===== src/sv/a2b_pkg.sv =====
// Shared types, constants and codes for the AVCC to Annex B converter.
// Depends on nothing; the datapath, controller, core and bench import it.
package a2b_pkg;

    localparam int PARAM_BYTES = 48;
    localparam int PLEN_W = $clog2(PARAM_BYTES + 1);
    localparam int PADDR_W = $clog2(PARAM_BYTES);
    localparam logic [23:0] MAX_PACKET_BYTES = 24'hFFFFFF;
    localparam logic [4:0] NAL_TYPE_IDR = 5'd5;

    typedef enum logic [2:0] {
        ST_BYTE       = 3'd0,
        ST_PARAMS_OK  = 3'd1,
        ST_OVERRUN    = 3'd2,
        ST_STORE_FULL = 3'd3,
        ST_TRUNCATED  = 3'd4,
        ST_UNIT_LONG  = 3'd5
    } status_t;

    typedef enum logic [2:0] {
        RP_HEADER    = 3'd0,
        RP_SPS_COUNT = 3'd1,
        RP_LEN_HI    = 3'd2,
        RP_LEN_LO    = 3'd3,
        RP_DATA      = 3'd4,
        RP_PPS_COUNT = 3'd5,
        RP_DONE      = 3'd6
    } rphase_t;

    typedef enum logic [1:0] {
        PP_PREFIX = 2'd0,
        PP_FIRST  = 2'd1,
        PP_DATA   = 2'd2
    } pphase_t;

    // Controller states; each emit state but CS_PARAMS sends one word per cycle unless stalled.
    typedef enum logic [2:0] {
        CS_IDLE   = 3'd0,
        CS_PARAMS = 3'd1,
        CS_START  = 3'd2,
        CS_BYTE   = 3'd3,
        CS_STAT1  = 3'd4,
        CS_STAT2  = 3'd5
    } cstate_t;

    // Plan computed by the datapath for one accepted word.
    typedef struct packed {
        logic        params;     // send stored parameter sets
        logic        start;      // send a start code
        logic        long_start; // four-byte start code
        logic        data;       // send the input byte
        logic        stat1;      // send first status word
        status_t     stat1_code;
        logic        stat2;      // send second status word
    } plan_t;

    typedef struct packed {
        logic load;              // latch input and update parse state
        logic rd_en;             // read one store entry
        logic [PADDR_W-1:0] rd_addr;
    } cmd_t;

endpackage


===== src/sv/a2b_if.sv =====
// Valid/ready channels carrying the input and result words.
// Depends on nothing.
interface a2b_in_if;
    logic        valid;
    logic        ready;
    logic        opcode;
    logic [7:0]  data_byte;
    logic [23:0] bytes_left;
    modport source (output valid, opcode, data_byte, bytes_left, input ready);
    modport sink (input valid, opcode, data_byte, bytes_left, output ready);
endinterface

interface a2b_out_if;
    logic        valid;
    logic        ready;
    logic [7:0]  out_byte;
    logic [2:0]  status;
    logic        end_of_run;
    modport source (output valid, out_byte, status, end_of_run, input ready);
    modport sink (input valid, out_byte, status, end_of_run, output ready);
endinterface


===== src/sv/avcc_to_annexb_converter_core.sv =====
// AVCC to Annex B converter top level: controller plus datapath.
// An accepted word is planned first, then its result words go out in turn
// (up to 53 for an IDR unit with a full store), each stored parameter-set
// byte read before it is sent; a length word that stores a start code holds
// off the next word until the start code is in the store.
// Reset (rst_n low, asynchronous) clears all parse state; store is unset.
module avcc_to_annexb_converter_core (
    input  logic       clk,
    input  logic       rst_n,
    a2b_in_if.sink     in_ch,
    a2b_out_if.source  out_ch
);
    import a2b_pkg::*;

    plan_t plan;
    cmd_t cmd;
    logic [PLEN_W-1:0] param_len;
    logic [7:0] byte_hold;
    logic [7:0] rd_data;
    logic store_busy;

    a2b_datapath u_dp (
        .clk(clk), .rst_n(rst_n),
        .opcode(in_ch.opcode), .data_byte(in_ch.data_byte),
        .bytes_left(in_ch.bytes_left),
        .cmd(cmd), .plan(plan), .param_len(param_len),
        .byte_hold(byte_hold), .rd_data(rd_data), .store_busy(store_busy)
    );

    a2b_ctrl u_ctrl (
        .clk(clk), .rst_n(rst_n),
        .in_valid(in_ch.valid), .in_ready(in_ch.ready),
        .out_valid(out_ch.valid), .out_ready(out_ch.ready),
        .out_byte(out_ch.out_byte), .out_status(out_ch.status),
        .out_end(out_ch.end_of_run),
        .plan(plan), .param_len(param_len), .byte_hold(byte_hold),
        .rd_data(rd_data), .store_busy(store_busy), .cmd(cmd)
    );
endmodule


===== src/sv/a2b_ram.sv =====
// Generic single-port-write, registered-read RAM.
// Depends on nothing.
module a2b_ram #(
    parameter int WIDTH = 8,
    parameter int DEPTH = 48
) (
    input  logic                     clk,
    input  logic                     we,
    input  logic [$clog2(DEPTH)-1:0] waddr,
    input  logic [WIDTH-1:0]         wdata,
    input  logic                     re,
    input  logic [$clog2(DEPTH)-1:0] raddr,
    output logic [WIDTH-1:0]         rdata
);
    logic [WIDTH-1:0] mem [DEPTH];

    always_ff @(posedge clk)
    begin
        if (we)
        begin
            mem[waddr] <= wdata;
        end
        if (re)
        begin
            rdata <= mem[raddr];
        end
    end
endmodule


===== src/sv/a2b_datapath.sv =====
// Parse state for records and packets, the parameter store and the plan
// of result words for each accepted word. Depends on a2b_pkg, a2b_ram.
module a2b_datapath (
    input  logic                     clk,
    input  logic                     rst_n,
    input  logic                     opcode,
    input  logic [7:0]               data_byte,
    input  logic [23:0]              bytes_left,
    input  a2b_pkg::cmd_t            cmd,
    output a2b_pkg::plan_t           plan,
    output logic [a2b_pkg::PLEN_W-1:0] param_len,
    output logic [7:0]               byte_hold,
    output logic [7:0]               rd_data,
    output logic                     store_busy
);
    import a2b_pkg::*;

    logic [PLEN_W-1:0] plen_reg, plen_next;
    rphase_t rphase_reg, rphase_next;
    logic [2:0] ridx_reg, ridx_next;
    logic [7:0] units_reg, units_next;
    logic [15:0] ulen_reg, ulen_next;
    logic pps_reg, pps_next, rfail_reg, rfail_next;
    pphase_t pphase_reg, pphase_next;
    logic [31:0] acc_reg, acc_next;
    logic [1:0] pcnt_reg, pcnt_next;
    logic [31:0] ubl_reg, ubl_next;
    logic first_reg, first_next, drop_reg, drop_next;
    logic [7:0] byte_reg;
    plan_t plan_reg, plan_next;

    logic we;
    logic [PADDR_W-1:0] waddr;
    logic [7:0] wdata;
    logic [2:0] hdr_cnt;

    logic [23:0] rem;
    logic [15:0] size16;
    logic [31:0] size32;
    logic [PLEN_W+16:0] need;
    logic [15:0] ulen_dec;
    logic [7:0] units_dec;

    assign rem = (bytes_left != 24'd0) ? bytes_left - 24'd1 : 24'd0;
    assign size16 = {ulen_reg[15:8], data_byte};
    assign size32 = {acc_reg[23:0], data_byte};
    assign need = {17'd0, plen_reg} + (PLEN_W + 17)'(4) + {{(PLEN_W+1){1'b0}}, size16};
    assign ulen_dec = ulen_reg - 16'd1;
    assign units_dec = units_reg - 8'd1;

    always_comb
    begin
        plen_next = plen_reg; rphase_next = rphase_reg; ridx_next = ridx_reg;
        units_next = units_reg; ulen_next = ulen_reg; pps_next = pps_reg;
        rfail_next = rfail_reg; pphase_next = pphase_reg; acc_next = acc_reg;
        pcnt_next = pcnt_reg; ubl_next = ubl_reg; first_next = first_reg;
        drop_next = drop_reg;
        plan_next = '0;
        plan_next.stat1_code = ST_BYTE;
        we = 1'b0; waddr = plen_reg[PADDR_W-1:0]; wdata = data_byte; hdr_cnt = 3'd0;
        if (!opcode)
        begin
            if (!rfail_reg)
            begin
                case (rphase_reg)
                    RP_HEADER:
                    begin
                        if (ridx_reg == 3'd0)
                        begin
                            plen_next = '0; pps_next = 1'b0;
                        end
                        if (ridx_reg >= 3'd4)
                        begin
                            ridx_next = 3'd0; rphase_next = RP_SPS_COUNT;
                        end
                        else
                        begin
                            ridx_next = ridx_reg + 3'd1;
                        end
                    end
                    RP_SPS_COUNT:
                    begin
                        units_next = {3'd0, data_byte[4:0]};
                        rphase_next = (data_byte[4:0] != 5'd0) ? RP_LEN_HI : RP_PPS_COUNT;
                    end
                    RP_LEN_HI:
                    begin
                        ulen_next = {data_byte, 8'd0}; rphase_next = RP_LEN_LO;
                    end
                    RP_LEN_LO:
                    begin
                        if (need > (PLEN_W + 17)'(PARAM_BYTES))
                        begin
                            plan_next.stat1 = 1'b1; plan_next.stat1_code = ST_STORE_FULL;
                        end
                        else if ({8'd0, size16} > rem)
                        begin
                            plan_next.stat1 = 1'b1; plan_next.stat1_code = ST_OVERRUN;
                        end
                        else
                        begin
                            // The start-code writer puts the start code into the store.
                            hdr_cnt = 3'd4;
                            plen_next = plen_reg + PLEN_W'(4);
                            ulen_next = size16;
                            if (size16 == 16'd0)
                            begin
                                units_next = units_dec;
                                rphase_next = (units_dec != 8'd0) ? RP_LEN_HI
                                            : (pps_reg ? RP_DONE : RP_PPS_COUNT);
                            end
                            else
                            begin
                                rphase_next = RP_DATA;
                            end
                        end
                    end
                    RP_DATA:
                    begin
                        if (plen_reg < PLEN_W'(PARAM_BYTES))
                        begin
                            we = 1'b1; plen_next = plen_reg + PLEN_W'(1);
                        end
                        ulen_next = ulen_dec;
                        if (ulen_dec == 16'd0)
                        begin
                            units_next = units_dec;
                            rphase_next = (units_dec != 8'd0) ? RP_LEN_HI
                                        : (pps_reg ? RP_DONE : RP_PPS_COUNT);
                        end
                    end
                    RP_PPS_COUNT:
                    begin
                        units_next = data_byte; pps_next = 1'b1;
                        rphase_next = (data_byte != 8'd0) ? RP_LEN_HI : RP_DONE;
                    end
                    default:
                    begin
                    end
                endcase
                if (plan_next.stat1)
                begin
                    rfail_next = 1'b1; plen_next = '0;
                end
            end
            if (bytes_left == 24'd1)
            begin
                if (!rfail_next)
                begin
                    if (plan_next.stat1)
                    begin
                        plan_next.stat2 = 1'b1;
                    end
                    else
                    begin
                        plan_next.stat1 = 1'b1;
                        plan_next.stat1_code = (rphase_next == RP_DONE) ? ST_PARAMS_OK
                                                                        : ST_OVERRUN;
                    end
                    if (rphase_next != RP_DONE)
                    begin
                        plen_next = '0;
                    end
                end
                rphase_next = RP_HEADER; ridx_next = 3'd0; units_next = 8'd0;
                ulen_next = 16'd0; pps_next = 1'b0; rfail_next = 1'b0;
            end
        end
        else
        begin
            if (!drop_reg)
            begin
                if (pphase_reg == PP_PREFIX)
                begin
                    acc_next = size32;
                    if (pcnt_reg == 2'd3)
                    begin
                        pcnt_next = 2'd0; acc_next = 32'd0;
                        if (size32 > {8'd0, rem} || size32 > {8'd0, MAX_PACKET_BYTES})
                        begin
                            plan_next.stat1 = 1'b1; plan_next.stat1_code = ST_UNIT_LONG;
                        end
                        else if (size32 == 32'd0)
                        begin
                            plan_next.start = 1'b1; plan_next.long_start = first_reg;
                            first_next = 1'b0;
                        end
                        else
                        begin
                            ubl_next = size32; pphase_next = PP_FIRST;
                        end
                    end
                    else
                    begin
                        pcnt_next = pcnt_reg + 2'd1;
                    end
                end
                else if (ubl_reg > {8'd0, bytes_left})
                begin
                    plan_next.stat1 = 1'b1; plan_next.stat1_code = ST_UNIT_LONG;
                end
                else
                begin
                    if (pphase_reg == PP_FIRST)
                    begin
                        plan_next.params = (data_byte[4:0] == NAL_TYPE_IDR)
                                           && (plen_reg != '0);
                        plan_next.start = 1'b1; plan_next.long_start = first_reg;
                        first_next = 1'b0;
                    end
                    plan_next.data = 1'b1;
                    ubl_next = ubl_reg - 32'd1;
                    pphase_next = (ubl_reg != 32'd1) ? PP_DATA : PP_PREFIX;
                end
                if (plan_next.stat1)
                begin
                    drop_next = 1'b1;
                end
            end
            if (bytes_left == 24'd1)
            begin
                if (!drop_next && pphase_next == PP_PREFIX && pcnt_next != 2'd0)
                begin
                    if (plan_next.stat1)
                    begin
                        plan_next.stat2 = 1'b1;
                    end
                    else
                    begin
                        plan_next.stat1 = 1'b1; plan_next.stat1_code = ST_TRUNCATED;
                    end
                end
                pphase_next = PP_PREFIX; acc_next = 32'd0; pcnt_next = 2'd0;
                ubl_next = 32'd0; first_next = 1'b1; drop_next = 1'b0;
            end
        end
    end

    // Start-code writer: the four prefix bytes of a stored unit land over
    // the following cycles while the controller sends the word's results.
    logic [2:0] sc_left_reg, sc_left_next;
    logic [PADDR_W-1:0] sc_addr_reg, sc_addr_next;
    logic ram_we;
    logic [PADDR_W-1:0] ram_waddr;
    logic [7:0] ram_wdata;

    always_comb
    begin
        sc_left_next = sc_left_reg; sc_addr_next = sc_addr_reg;
        ram_we = 1'b0; ram_waddr = sc_addr_reg; ram_wdata = 8'd0;
        if (sc_left_reg != 3'd0)
        begin
            ram_we = 1'b1;
            ram_wdata = (sc_left_reg == 3'd1) ? 8'd1 : 8'd0;
            sc_left_next = sc_left_reg - 3'd1;
            sc_addr_next = sc_addr_reg + PADDR_W'(1);
        end
        else if (cmd.load && we)
        begin
            ram_we = 1'b1; ram_waddr = waddr; ram_wdata = wdata;
        end
        if (cmd.load && hdr_cnt != 3'd0)
        begin
            sc_left_next = hdr_cnt; sc_addr_next = plen_reg[PADDR_W-1:0];
        end
    end

    always_ff @(posedge clk or negedge rst_n)
    begin
        if (!rst_n)
        begin
            plen_reg <= '0; rphase_reg <= RP_HEADER; ridx_reg <= 3'd0;
            units_reg <= 8'd0; ulen_reg <= 16'd0; pps_reg <= 1'b0;
            rfail_reg <= 1'b0; pphase_reg <= PP_PREFIX; acc_reg <= 32'd0;
            pcnt_reg <= 2'd0; ubl_reg <= 32'd0; first_reg <= 1'b1;
            drop_reg <= 1'b0; plan_reg <= '0; sc_left_reg <= 3'd0;
            sc_addr_reg <= '0;
        end
        else
        begin
            sc_left_reg <= sc_left_next; sc_addr_reg <= sc_addr_next;
            if (cmd.load)
            begin
                plen_reg <= plen_next; rphase_reg <= rphase_next;
                ridx_reg <= ridx_next; units_reg <= units_next;
                ulen_reg <= ulen_next; pps_reg <= pps_next;
                rfail_reg <= rfail_next; pphase_reg <= pphase_next;
                acc_reg <= acc_next; pcnt_reg <= pcnt_next; ubl_reg <= ubl_next;
                first_reg <= first_next; drop_reg <= drop_next;
                plan_reg <= plan_next;
            end
        end
    end

    always_ff @(posedge clk)
    begin
        if (cmd.load)
        begin
            byte_reg <= data_byte;
        end
    end

    a2b_ram #(.WIDTH(8), .DEPTH(PARAM_BYTES)) u_store (
        .clk(clk), .we(ram_we), .waddr(ram_waddr), .wdata(ram_wdata),
        .re(cmd.rd_en), .raddr(cmd.rd_addr), .rdata(rd_data)
    );

    assign plan = plan_reg;
    assign param_len = plen_reg;
    assign byte_hold = byte_reg;
    // The next word waits until the start code is in the store.
    assign store_busy = (sc_left_reg != 3'd0);

    assert property (@(posedge clk) disable iff (!rst_n)
        plen_reg <= PLEN_W'(PARAM_BYTES))
        else $error("store length past capacity");
    assert property (@(posedge clk) disable iff (!rst_n)
        sc_left_reg <= 3'd4)
        else $error("start-code writer count out of range");
    assert property (@(posedge clk) disable iff (!rst_n)
        plan_reg.params |-> plan_reg.start && plan_reg.data)
        else $error("parameter sets planned without a unit");
endmodule


===== src/sv/a2b_ctrl.sv =====
// Controller: accepts a word, then walks its plan, one result per cycle when not
// stalled or reading the store, through an output register. Depends on a2b_pkg.
module a2b_ctrl (
    input  logic                       clk,
    input  logic                       rst_n,
    input  logic                       in_valid,
    output logic                       in_ready,
    output logic                       out_valid,
    input  logic                       out_ready,
    output logic [7:0]                 out_byte,
    output logic [2:0]                 out_status,
    output logic                       out_end,
    input  a2b_pkg::plan_t             plan,
    input  logic [a2b_pkg::PLEN_W-1:0] param_len,
    input  logic [7:0]                 byte_hold,
    input  logic [7:0]                 rd_data,
    input  logic                       store_busy,
    output a2b_pkg::cmd_t              cmd
);
    import a2b_pkg::*;

    cstate_t state_reg, state_next;
    logic [PLEN_W-1:0] idx_reg, idx_next;
    logic [1:0] sc_reg, sc_next;
    logic rd_pend_reg, rd_pend_next;
    logic ov_reg, ov_next;
    logic [7:0] ob_reg, ob_next;
    logic [2:0] os_reg, os_next;
    logic oe_reg, oe_next;
    logic emit;
    logic [7:0] e_byte;
    status_t e_stat;
    logic e_last;
    logic can_emit;

    assign can_emit = !ov_reg || out_ready;

    always_ff @(posedge clk or negedge rst_n)
    begin
        if (!rst_n)
        begin
            state_reg <= CS_IDLE; idx_reg <= '0; sc_reg <= 2'd0;
            rd_pend_reg <= 1'b0; ov_reg <= 1'b0;
        end
        else
        begin
            state_reg <= state_next; idx_reg <= idx_next; sc_reg <= sc_next;
            rd_pend_reg <= rd_pend_next; ov_reg <= ov_next;
        end
    end

    always_ff @(posedge clk)
    begin
        ob_reg <= ob_next; os_reg <= os_next; oe_reg <= oe_next;
    end

    // Next state of the plan walk after the parameter phase.
    function automatic cstate_t after_params(plan_t p);
        return p.start ? CS_START : (p.data ? CS_BYTE : (p.stat1 ? CS_STAT1 : CS_IDLE));
    endfunction

    always_comb
    begin
        state_next = state_reg; idx_next = idx_reg; sc_next = sc_reg;
        rd_pend_next = 1'b0; cmd = '0;
        emit = 1'b0; e_byte = 8'd0; e_stat = ST_BYTE; e_last = 1'b0;
        in_ready = 1'b0;
        case (state_reg)
            CS_IDLE:
            begin
                in_ready = !store_busy;
                if (in_valid && !store_busy)
                begin
                    cmd.load = 1'b1;
                    state_next = CS_PARAMS;
                end
            end
            CS_PARAMS:
            begin
                // Store bytes come out one read ahead of the emit.
                if (!plan.params)
                begin
                    sc_next = plan.long_start ? 2'd0 : 2'd1;
                    state_next = after_params(plan);
                end
                else if (!rd_pend_reg)
                begin
                    cmd.rd_en = 1'b1; cmd.rd_addr = idx_reg[PADDR_W-1:0];
                    rd_pend_next = 1'b1;
                end
                else if (can_emit)
                begin
                    emit = 1'b1; e_byte = rd_data;
                    if (idx_reg + PLEN_W'(1) == param_len)
                    begin
                        idx_next = '0;
                        sc_next = plan.long_start ? 2'd0 : 2'd1;
                        state_next = CS_START;
                    end
                    else
                    begin
                        idx_next = idx_reg + PLEN_W'(1);
                    end
                end
                else
                begin
                    rd_pend_next = 1'b1;
                end
            end
            CS_START:
            begin
                if (can_emit)
                begin
                    emit = 1'b1;
                    e_byte = (sc_reg == 2'd3) ? 8'd1 : 8'd0;
                    if (sc_reg == 2'd3)
                    begin
                        e_last = !plan.data && !plan.stat1;
                        state_next = plan.data ? CS_BYTE : (plan.stat1 ? CS_STAT1 : CS_IDLE);
                    end
                    sc_next = sc_reg + 2'd1;
                end
            end
            CS_BYTE:
            begin
                if (can_emit)
                begin
                    emit = 1'b1; e_byte = byte_hold;
                    e_last = !plan.stat1;
                    state_next = plan.stat1 ? CS_STAT1 : CS_IDLE;
                end
            end
            CS_STAT1:
            begin
                if (can_emit)
                begin
                    emit = 1'b1; e_stat = plan.stat1_code;
                    e_last = !plan.stat2;
                    state_next = plan.stat2 ? CS_STAT2 : CS_IDLE;
                end
            end
            CS_STAT2:
            begin
                if (can_emit)
                begin
                    emit = 1'b1; e_stat = ST_OVERRUN; e_last = 1'b1;
                    state_next = CS_IDLE;
                end
            end
            default:
            begin
                state_next = CS_IDLE;
            end
        endcase
        ov_next = ov_reg && !out_ready;
        ob_next = ob_reg; os_next = os_reg; oe_next = oe_reg;
        if (emit)
        begin
            ov_next = 1'b1; ob_next = e_byte; os_next = e_stat; oe_next = e_last;
        end
    end

    assign out_valid = ov_reg;
    assign out_byte = ob_reg;
    assign out_status = os_reg;
    assign out_end = oe_reg;

    assert property (@(posedge clk) disable iff (!rst_n)
        emit |-> (!ov_reg || out_ready))
        else $error("result overwrote a waiting word");
    assert property (@(posedge clk) disable iff (!rst_n)
        cmd.load |=> state_reg == CS_PARAMS)
        else $error("accepted word did not start its plan");
    assert property (@(posedge clk) disable iff (!rst_n)
        (state_reg == CS_PARAMS && plan.params) |-> param_len != '0)
        else $error("parameter insertion with an empty store");
endmodule


===== src/flat_wrapper.sv =====
// flat-port wrapper written by rule: the top's interface ports become plain ports
module avcc_to_annexb_converter_core_flat import a2b_pkg::*;
  (clk, rst_n, in_ch_valid, in_ch_opcode, in_ch_data_byte, in_ch_bytes_left, in_ch_ready, out_ch_valid, out_ch_out_byte, out_ch_status, out_ch_end_of_run, out_ch_ready);
  a2b_in_if in_ch_i ();
  a2b_out_if out_ch_i ();
  input  logic clk;
  input  logic rst_n;
  input wire logic [$bits(in_ch_i.valid)-1:0] in_ch_valid;
  input wire logic [$bits(in_ch_i.opcode)-1:0] in_ch_opcode;
  input wire logic [$bits(in_ch_i.data_byte)-1:0] in_ch_data_byte;
  input wire logic [$bits(in_ch_i.bytes_left)-1:0] in_ch_bytes_left;
  output wire logic [$bits(in_ch_i.ready)-1:0] in_ch_ready;
  output wire logic [$bits(out_ch_i.valid)-1:0] out_ch_valid;
  output wire logic [$bits(out_ch_i.out_byte)-1:0] out_ch_out_byte;
  output wire logic [$bits(out_ch_i.status)-1:0] out_ch_status;
  output wire logic [$bits(out_ch_i.end_of_run)-1:0] out_ch_end_of_run;
  input wire logic [$bits(out_ch_i.ready)-1:0] out_ch_ready;
  assign in_ch_i.valid = in_ch_valid;
  assign in_ch_i.opcode = in_ch_opcode;
  assign in_ch_i.data_byte = in_ch_data_byte;
  assign in_ch_i.bytes_left = in_ch_bytes_left;
  assign in_ch_ready = in_ch_i.ready;
  assign out_ch_valid = out_ch_i.valid;
  assign out_ch_out_byte = out_ch_i.out_byte;
  assign out_ch_status = out_ch_i.status;
  assign out_ch_end_of_run = out_ch_i.end_of_run;
  assign out_ch_i.ready = out_ch_ready;
  avcc_to_annexb_converter_core u_core (.clk(clk), .rst_n(rst_n), .in_ch(in_ch_i), .out_ch(out_ch_i));
endmodule

===== config.mk =====
export PLATFORM = sky130hd
export DESIGN_NAME = avcc_to_annexb_converter_core_flat
export DESIGN_NICKNAME = d
export VERILOG_FILES = /design/src/sv/a2b_pkg.sv /design/src/sv/a2b_if.sv /design/src/sv/avcc_to_annexb_converter_core.sv /design/src/sv/a2b_ram.sv /design/src/sv/a2b_datapath.sv /design/src/sv/a2b_ctrl.sv /design/src/flat_wrapper.sv
export SDC_FILE = /design/constraint.sdc
export NUM_CORES = 1
export LEC_CHECK = 0
export ABC_AREA = 1
export BUFFER_PORTS_ARGS = -buffer_cell sky130_fd_sc_hd__buf_4
export CAP_MARGIN = 20
export CORE_UTILIZATION = 25
export CTS_CLUSTER_SIZE = 14
export DETAILED_ROUTE_END_ITERATION = 12
export PLACE_DENSITY = 0.52
export SLEW_MARGIN = 5
export SYNTH_ARGS = -nofsm -noshare
export SYNTH_HDL_FRONTEND = slang
export SYNTH_SLANG_ARGS = --single-unit

===== constraint.sdc =====
create_clock -name clk -period 4 [get_ports clk]
set_input_delay 0.8 -clock clk [delete_from_list [all_inputs] [get_ports clk]]
set_output_delay 0.8 -clock clk [all_outputs]
set_load 0.03 [all_outputs]

==> results of run 1 <==
## layer usage
metal / wire length, um / part of all wire (%)
met5: 0 / 0
met4: 1900 / 2.3
met3: 3390 / 4.1
met2: 39100 / 48
met1: 37900 / 46
## cells in the mapped netlist (all sizes together) (7+ instances only)
library cell  count
nand2           467
o211ai           35
nor3             59
nand3           146
o221ai           10
buf              50
a31oi             8
nand4            36
o311ai           24
nand3b            7
inv             268
dfrtp           130
o31ai            10
o21ai           290
nor2            593
edfxtp          412
a21oi           118
o22ai            25
clkbuf           67
o32ai            44
a22oi             8
nor4              8
ha               91
xor2             29
## power by group
part	leakage, nW	switching [mW]	total [mW]	internal [mW]
clock network	0.895	2.30	5.26	2.96
logic	6.83	4.37	6.50	2.12
registers	5.73	0.429	7.17	6.74
## critical path: stages
cell and delay (ns):
buf_4 0.13, inv_1 0.07, buf_4 0.13, nand2_1 0.06, nor2_1 0.10, buf_4 0.19
inv_1 0.09, nor2_1 0.17, nand2_1 0.07, nand2_1 0.08, nand3_1 0.14, ha_1 0.34
nand2_1 0.05, nor2_1 0.14, nand2_1 0.10, inv_1 0.06, nand2_1 0.05, nand2_1 0.07
nand3_1 0.09, nor2_2 0.19, nand2_2 0.14, nand2_4 0.12, nand2_4 0.07, buf_4 0.13
a21boi_0 0.40, nand2_1 0.16, nand2_1 0.08
## through the flow
step / utilization, % / TNS [ns] / setup WS, ns
floorplan: - / 0 / 0.0173
global placement: 28.3 / -5.26 / -0.258
detailed placement: 28.3 / -6.18 / -0.249
CTS: 30.0 / 0 / 0.337
global route: 30.0 / 0 / 0.0259
finish: 30.0 / 0 / 0.313
## cell families (layout without fill, tap and decap cells)
kind of cell	count (synthesis)	after routing
AND/OR/NAND/NOR	1324	1324
AO/OA/AOI/OAI	596	596
flip-flops	543	543
buffers and inverters	391	629
adder cells (fa/ha/maj)	92	92
XOR/XNOR	35	35
## how the worst max path moves through the flow
stage	depth (start not counted)	end	start	slack, ns
6_report	27	u_core.u_dp.plan[2]$_DFFE_PN0P_	in_ch_bytes_left[0]	0.31
5_1_grt	14	u_core.u_dp.u_store.mem[22][3]$_DFFE_PP_	u_core.u_dp.sc_left_reg[0]$_DFFE_PN0P_	0.03
4_1_cts	14	u_core.u_dp.u_store.mem[22][3]$_DFFE_PP_	u_core.u_dp.sc_left_reg[0]$_DFFE_PN0P_	0.34
3_5_place_dp	27	u_core.u_dp.plan[2]$_DFFE_PN0P_	in_ch_bytes_left[0]	-0.25
3_3_place_gp	28	u_core.u_dp.plan[2]$_DFFE_PN0P_	in_ch_bytes_left[0]	-0.26
2_1_floorplan	25	u_core.u_dp.ubl_reg[23]$_DFFE_PN0P_	in_ch_bytes_left[0]	0.02
## layout make-up
class	instances	area share [%]
tap	1488	5.61
multi-input combinational	2047	32.6
timing repair buffer	245	6.00
clock buffer	79	4.73
sequential	543	47.1
inverter	274	3.12
clock inverter	31	0.848
==> qor.yml, run 1 <==
status:
  outcome: "complete, no violations"
synth:
  async_flop_share_pct: 24.1
  synthAdderAreaFrac_pct: 4.15
  post_synth_mux_area_share_pct: 0
  synthSimpleGateAreaFrac_pct: 20.4
  synth-edff-count: 412
  syn-num-nets: 3110
  yosysUniqueCellTypes: 65
  synth_top_family_by_area: "simple AND/OR/NAND/NOR gates"
  seq_area_frac_synth_pct: 56.0
  yosys.area.top_type: "edfxtp_1"
  yosysTopAreaCellShare_pct: 44.3
  synth-xor-area-share_pct: 1.10
  netlist_area_um2: 27900
  synth-compound-area-share_pct: 12.8
  ys_top_cells_by_area: "edfxtp_1 44%, dfrtp_1 12%, nor2_1 7.5%, nand2_1 6.1%, o21ai_0 4.6%"
  ys_warn_count: 0
  avgSynthCellArea_um2: 9.37
  ys_ff_latch: 543
  syn-instance-count: 2981
  ys.flop_type: "edfxtp_1"
global_route:
  antenna_found_initial: 0
  grt_first_pass_wirelength_mm: 128
  grt_overflow_total: 0
  track_usage_pct: 14.5
  grtUsageMet3_pct: 1.54
  grt_util_met2_pct: 24.3
  grt_pass1_vias: 21100
  top_usage_layer: "met2"
  grt_max_degree: 86
  grt_use_met1_pct: 19.9
cells_and_area:
  area_growth_pct: 18.9
  multi_input_area_um2: 10800
  stdcell_area_um2: 33200
  final_common_cell: "nor2_1"
  stdcell_count: 4707
  final_cell_mix: "553 x nor2_1, 451 x nand2_1, 412 x edfxtp_1, 257 x o21ai_0, 245 x inv_1"
  largest_reg_flops: 384
  finalNetCount: 3298
  seqCellArea_um2: 15700
  drive_gt1_share_pct: 13.5
  diodes: 0
  nFillCells: 11600
timing:
  fmax_ghz: 0.271
  period_share_pct: 92.2
  hold_viol: 0
  finalSetupViolCount: 0
  whs_ns: 0.274
  min_period_ns: 3.69
  finalMaxSlewViolations: 0
  finalClockSkew_ns: 0.0278
  worstMarginPinSlew_ns: 0.976
  slew_headroom_pct: 34.7
  grt_setup_unrepaired: "false"
floorplanning:
  ios: 51
  die_w_um: 336
  die_h_um: 336
  start_util_pct: 25.3
  dieArea_um2: 113000
  rows: 122
  core-area_um2: 111000
placed_design:
  dp_cells: 4597
  post-dp-hpwl_mm: 55.8
  placed_area_um2: 31400
  gp_congestion: 0.894
  port_buffers: 50
drt:
  vias_per_cell: 4.63
  firstDrtPassIters: 7
  drc: 0
  wl_mm: 82.3
  ant_nets: 0
  vias: 21800
  drtIter0Drc: 1693
  routedWlPerCell_um: 17.5
worst_setup_path:
  crit_path_end_kind: "flip-flop"
  worstPathMaxFanout: 8
  cp-start-kind: "input port"
  worstReg2RegEnd: "u_core.u_dp.u_store.mem[22][3]$_DFFE_PP_"
  arrival_ns: 4.25
  r2r_slack_ns: 0.34
  timing.rr.start: "u_core.u_dp.sc_left_reg[0]$_DFFE_PN0P_"
  worstSetupPathType: "input port to flip-flop"
  critical_path_required_ns: 4.56
  rr_worst_depth: 14
clock_network:
  cts_setup_buffers: 0
  holdBufCountCts: 0
  clk_pin_slew_ns: 0.06
  ctsRootBufferMaster: "clkbuf_16"
  cts_tree: "yes"
  clock_sinks: 543
  ctsResizeCount: 0
  cts.path.max_buffers: 3
  numCtsBuffers: 58
  ctsHtreeMaxLevel: 2
  insertion_delay_ns: 0.64
power_and_ir_drop:
  leakage_nw: 13.5
  power_mw: 18.9
  p_per_area_nw_per_um2: 570
  ir_worst_vdd_mv: 0.414
min_path:
  hp-class: "input port to async pin"
run:
  maxCapViolations: 0
Note: power is estimated with default switching activity, not from simulation.
==> run 2, diff against run 1 <==
- REMOVE_ABC_BUFFERS: not set -> 1
==> run 2 against run 1 <==
Compared with the run above: setup slack lost 0.027 ns; first-iteration DRC count shrank 5.7%; sequential share of layout area grew 0.26 points; fmax shrank 0.74%; power grew 0.46%; via count is essentially flat; combinational power is essentially flat; sequential power is essentially flat; critical endpoint is now u_core.u_dp.u_store.mem[11][7]$_DFFE_PP_.
==> qor.yml, run 2 (same netlist as run 1, synthesis figures left out) <==
status:
  outcome: "complete, no violations"
timing:
  min_period_ns: 3.71
  finalMaxSlewViolations: 0
  finalClockSkew_ns: 0.0395
  finalSetupViolCount: 0
  worstMarginPinSlew_ns: 0.903
  hold_viol: 0
  fmax_ghz: 0.269
  grt_setup_unrepaired: "false"
  period_share_pct: 92.9
  final.setup.tns_ns: 0
  slew_headroom_pct: 39.6
clock_network:
  numCtsBuffers: 57
  cts_tree: "yes"
  cts_setup_buffers: 0
  ctsResizeCount: 0
  ctsRootBufferMaster: "clkbuf_16"
  ctsHtreeMaxLevel: 2
  clock_sinks: 543
  insertion_delay_ns: 0.65
  holdBufCountCts: 0
  clk_pin_slew_ns: 0.06
  cts.path.max_buffers: 3
drt:
  routedWlPerCell_um: 17.4
  ant_nets: 0
  vias: 21800
  vias_per_cell: 4.67
  drc: 0
  firstDrtPassIters: 7
  wl_mm: 81.4
  drtIter0Drc: 1596
power_and_ir_drop:
  p_sw_mw: 7.13
  clockPowerShare_pct: 28.1
  p_per_area_nw_per_um2: 576
  p_seq_share_pct: 37.8
  leakage_nw: 13.3
  p_comb_share_pct: 34.1
  internal_power_mw: 11.9
  ir_worst_vdd_mv: 0.377
  swShare_pct: 37.5
worst_setup_path:
  rr_worst_depth: 14
  worstReg2RegEnd: "u_core.u_dp.u_store.mem[11][7]$_DFFE_PP_"
  worstPathMaxFanout: 8
  r2r_slack_ns: 0.29
  timing.rr.start: "u_core.u_dp.sc_left_reg[0]$_DFFE_PN0P_"
  critical_path_required_ns: 4.27
  arrival_ns: 3.98
  cp-start-kind: "flip-flop"
  crit_path_end_kind: "flip-flop"
  worstSetupPathType: "flip-flop to flip-flop"
global_route:
  grt_first_pass_wirelength_mm: 126
  grt_pass1_vias: 21000
  track_usage_pct: 14.3
  antenna_found_initial: 0
  grt_overflow_total: 0
  grt_max_degree: 76
placed_design:
  gp_congestion: 0.887
  post-dp-hpwl_mm: 55.8
  port_buffers: 50
  dp_cells: 4565
cells_and_area:
  finalNetCount: 3266
  final_common_cell: "nor2_1"
  multi_input_area_um2: 10800
  diodes: 0
  drive_gt1_share_pct: 12.8
  nFillCells: 11500
  largest_reg_flops: 384
  stdcell_count: 4674
  final_cell_mix: "553 x nor2_1, 451 x nand2_1, 412 x edfxtp_1, 257 x o21ai_0, 245 x inv_1"
  seqCellArea_um2: 15700
  area_growth_pct: 18.2
  utilization_pct: 29.8
floorplanning:
  die_h_um: 336
  ios: 51
  dieArea_um2: 113000
  core-area_um2: 111000
  rows: 122
  start_util_pct: 25.3
  die_w_um: 336
min_path:
  hp-class: "input port to async pin"
run:
  maxCapViolations: 0
-- run 2: changes by cell type in the layout (fill, tap and decap cells not counted), moves of 2 or more --
cell and delta:
buf_4 -33, clkinv_1 -6, clkbuf_8 +4, clkinv_2 +3
buf_12 +2, clkbuf_1 -2, inv_6 -2
-- run 2: how the worst max path moves through the flow --
stage,startpoint,end,depth (start not counted)
floorplan,u_core.u_ctrl.state_reg[1]$_DFFE_PN0P_,u_core.u_dp.u_store.rdata[3]$_DFFE_PP_,13
global placement,in_ch_bytes_left[1],u_core.u_dp.plan[2]$_DFFE_PN0P_,27
detailed placement,in_ch_bytes_left[1],u_core.u_dp.plan[2]$_DFFE_PN0P_,27
CTS,u_core.u_dp.sc_left_reg[0]$_DFFE_PN0P_,u_core.u_dp.u_store.mem[15][4]$_DFFE_PP_,14
global route,in_ch_bytes_left[1],u_core.u_dp.plan[2]$_DFFE_PN0P_,27
finish,u_core.u_dp.sc_left_reg[0]$_DFFE_PN0P_,u_core.u_dp.u_store.mem[11][7]$_DFFE_PP_,14
-- run 2: through the flow --
stage	hold WS [ns]	setup WS, ns	total power, mW	cell area, um^2
after global routing	0.232	0.0481	20.2	33000
after global placement	0.459	-0.0611	13.7	31100
after CTS	0.231	0.0842	19.1	33000
after floorplan	0.442	-3.13	11.5	27400
final	0.179	0.286	19.0	33000
after detailed placement	0.460	-0.0882	13.7	31100
-- run 2: final cells by class --
type,count,area share (%)
inverter,274,3.14
clock buffer,80,4.83
sequential,543,47.4
tap,1488,5.64
clock inverter,28,0.864
timing repair buffer,214,5.41
multi-input combinational,2047,32.7
-- run 2: worst max-delay path, stage by stage, from the launching register on --
cell	delay, ns
dfrtp_1	0.41
inv_1	0.09
ha_1	0.14
inv_1	0.07
nor2_4	0.10
nand2_1	0.15
nor2_8	0.16
inv_4	0.08
nor2_8	0.11
inv_4	0.07
nor2_4	0.15
nand2_1	0.16
o21ai_0	0.67
nand2_1	0.31
nor2_1	0.67
-- run 2: layer usage --
metal	wire [um]	up-vias	track usage, %
li1	-	10700	-
met4	2150	0	4.31
met1	37400	10500	19.6
met5	0	-	0
met2	37800	560	23.5
met3	4000	121	1.55
-- run 2: power groups by stage --
| stage | sequential, mW | combinational [mW] | clock [mW] |
|---|---|---|---|
| 3_5_place_dp | 7.29 | 6.45 | 0 |
| 4_1_cts | 7.18 | 6.47 | 5.47 |
| 3_3_place_gp | 7.29 | 6.41 | 0 |
| 6_report | 7.19 | 6.48 | 5.35 |
| 5_1_grt | 7.24 | 7.26 | 5.68 |
| 2_1_floorplan | 7.24 | 4.25 | 0 |
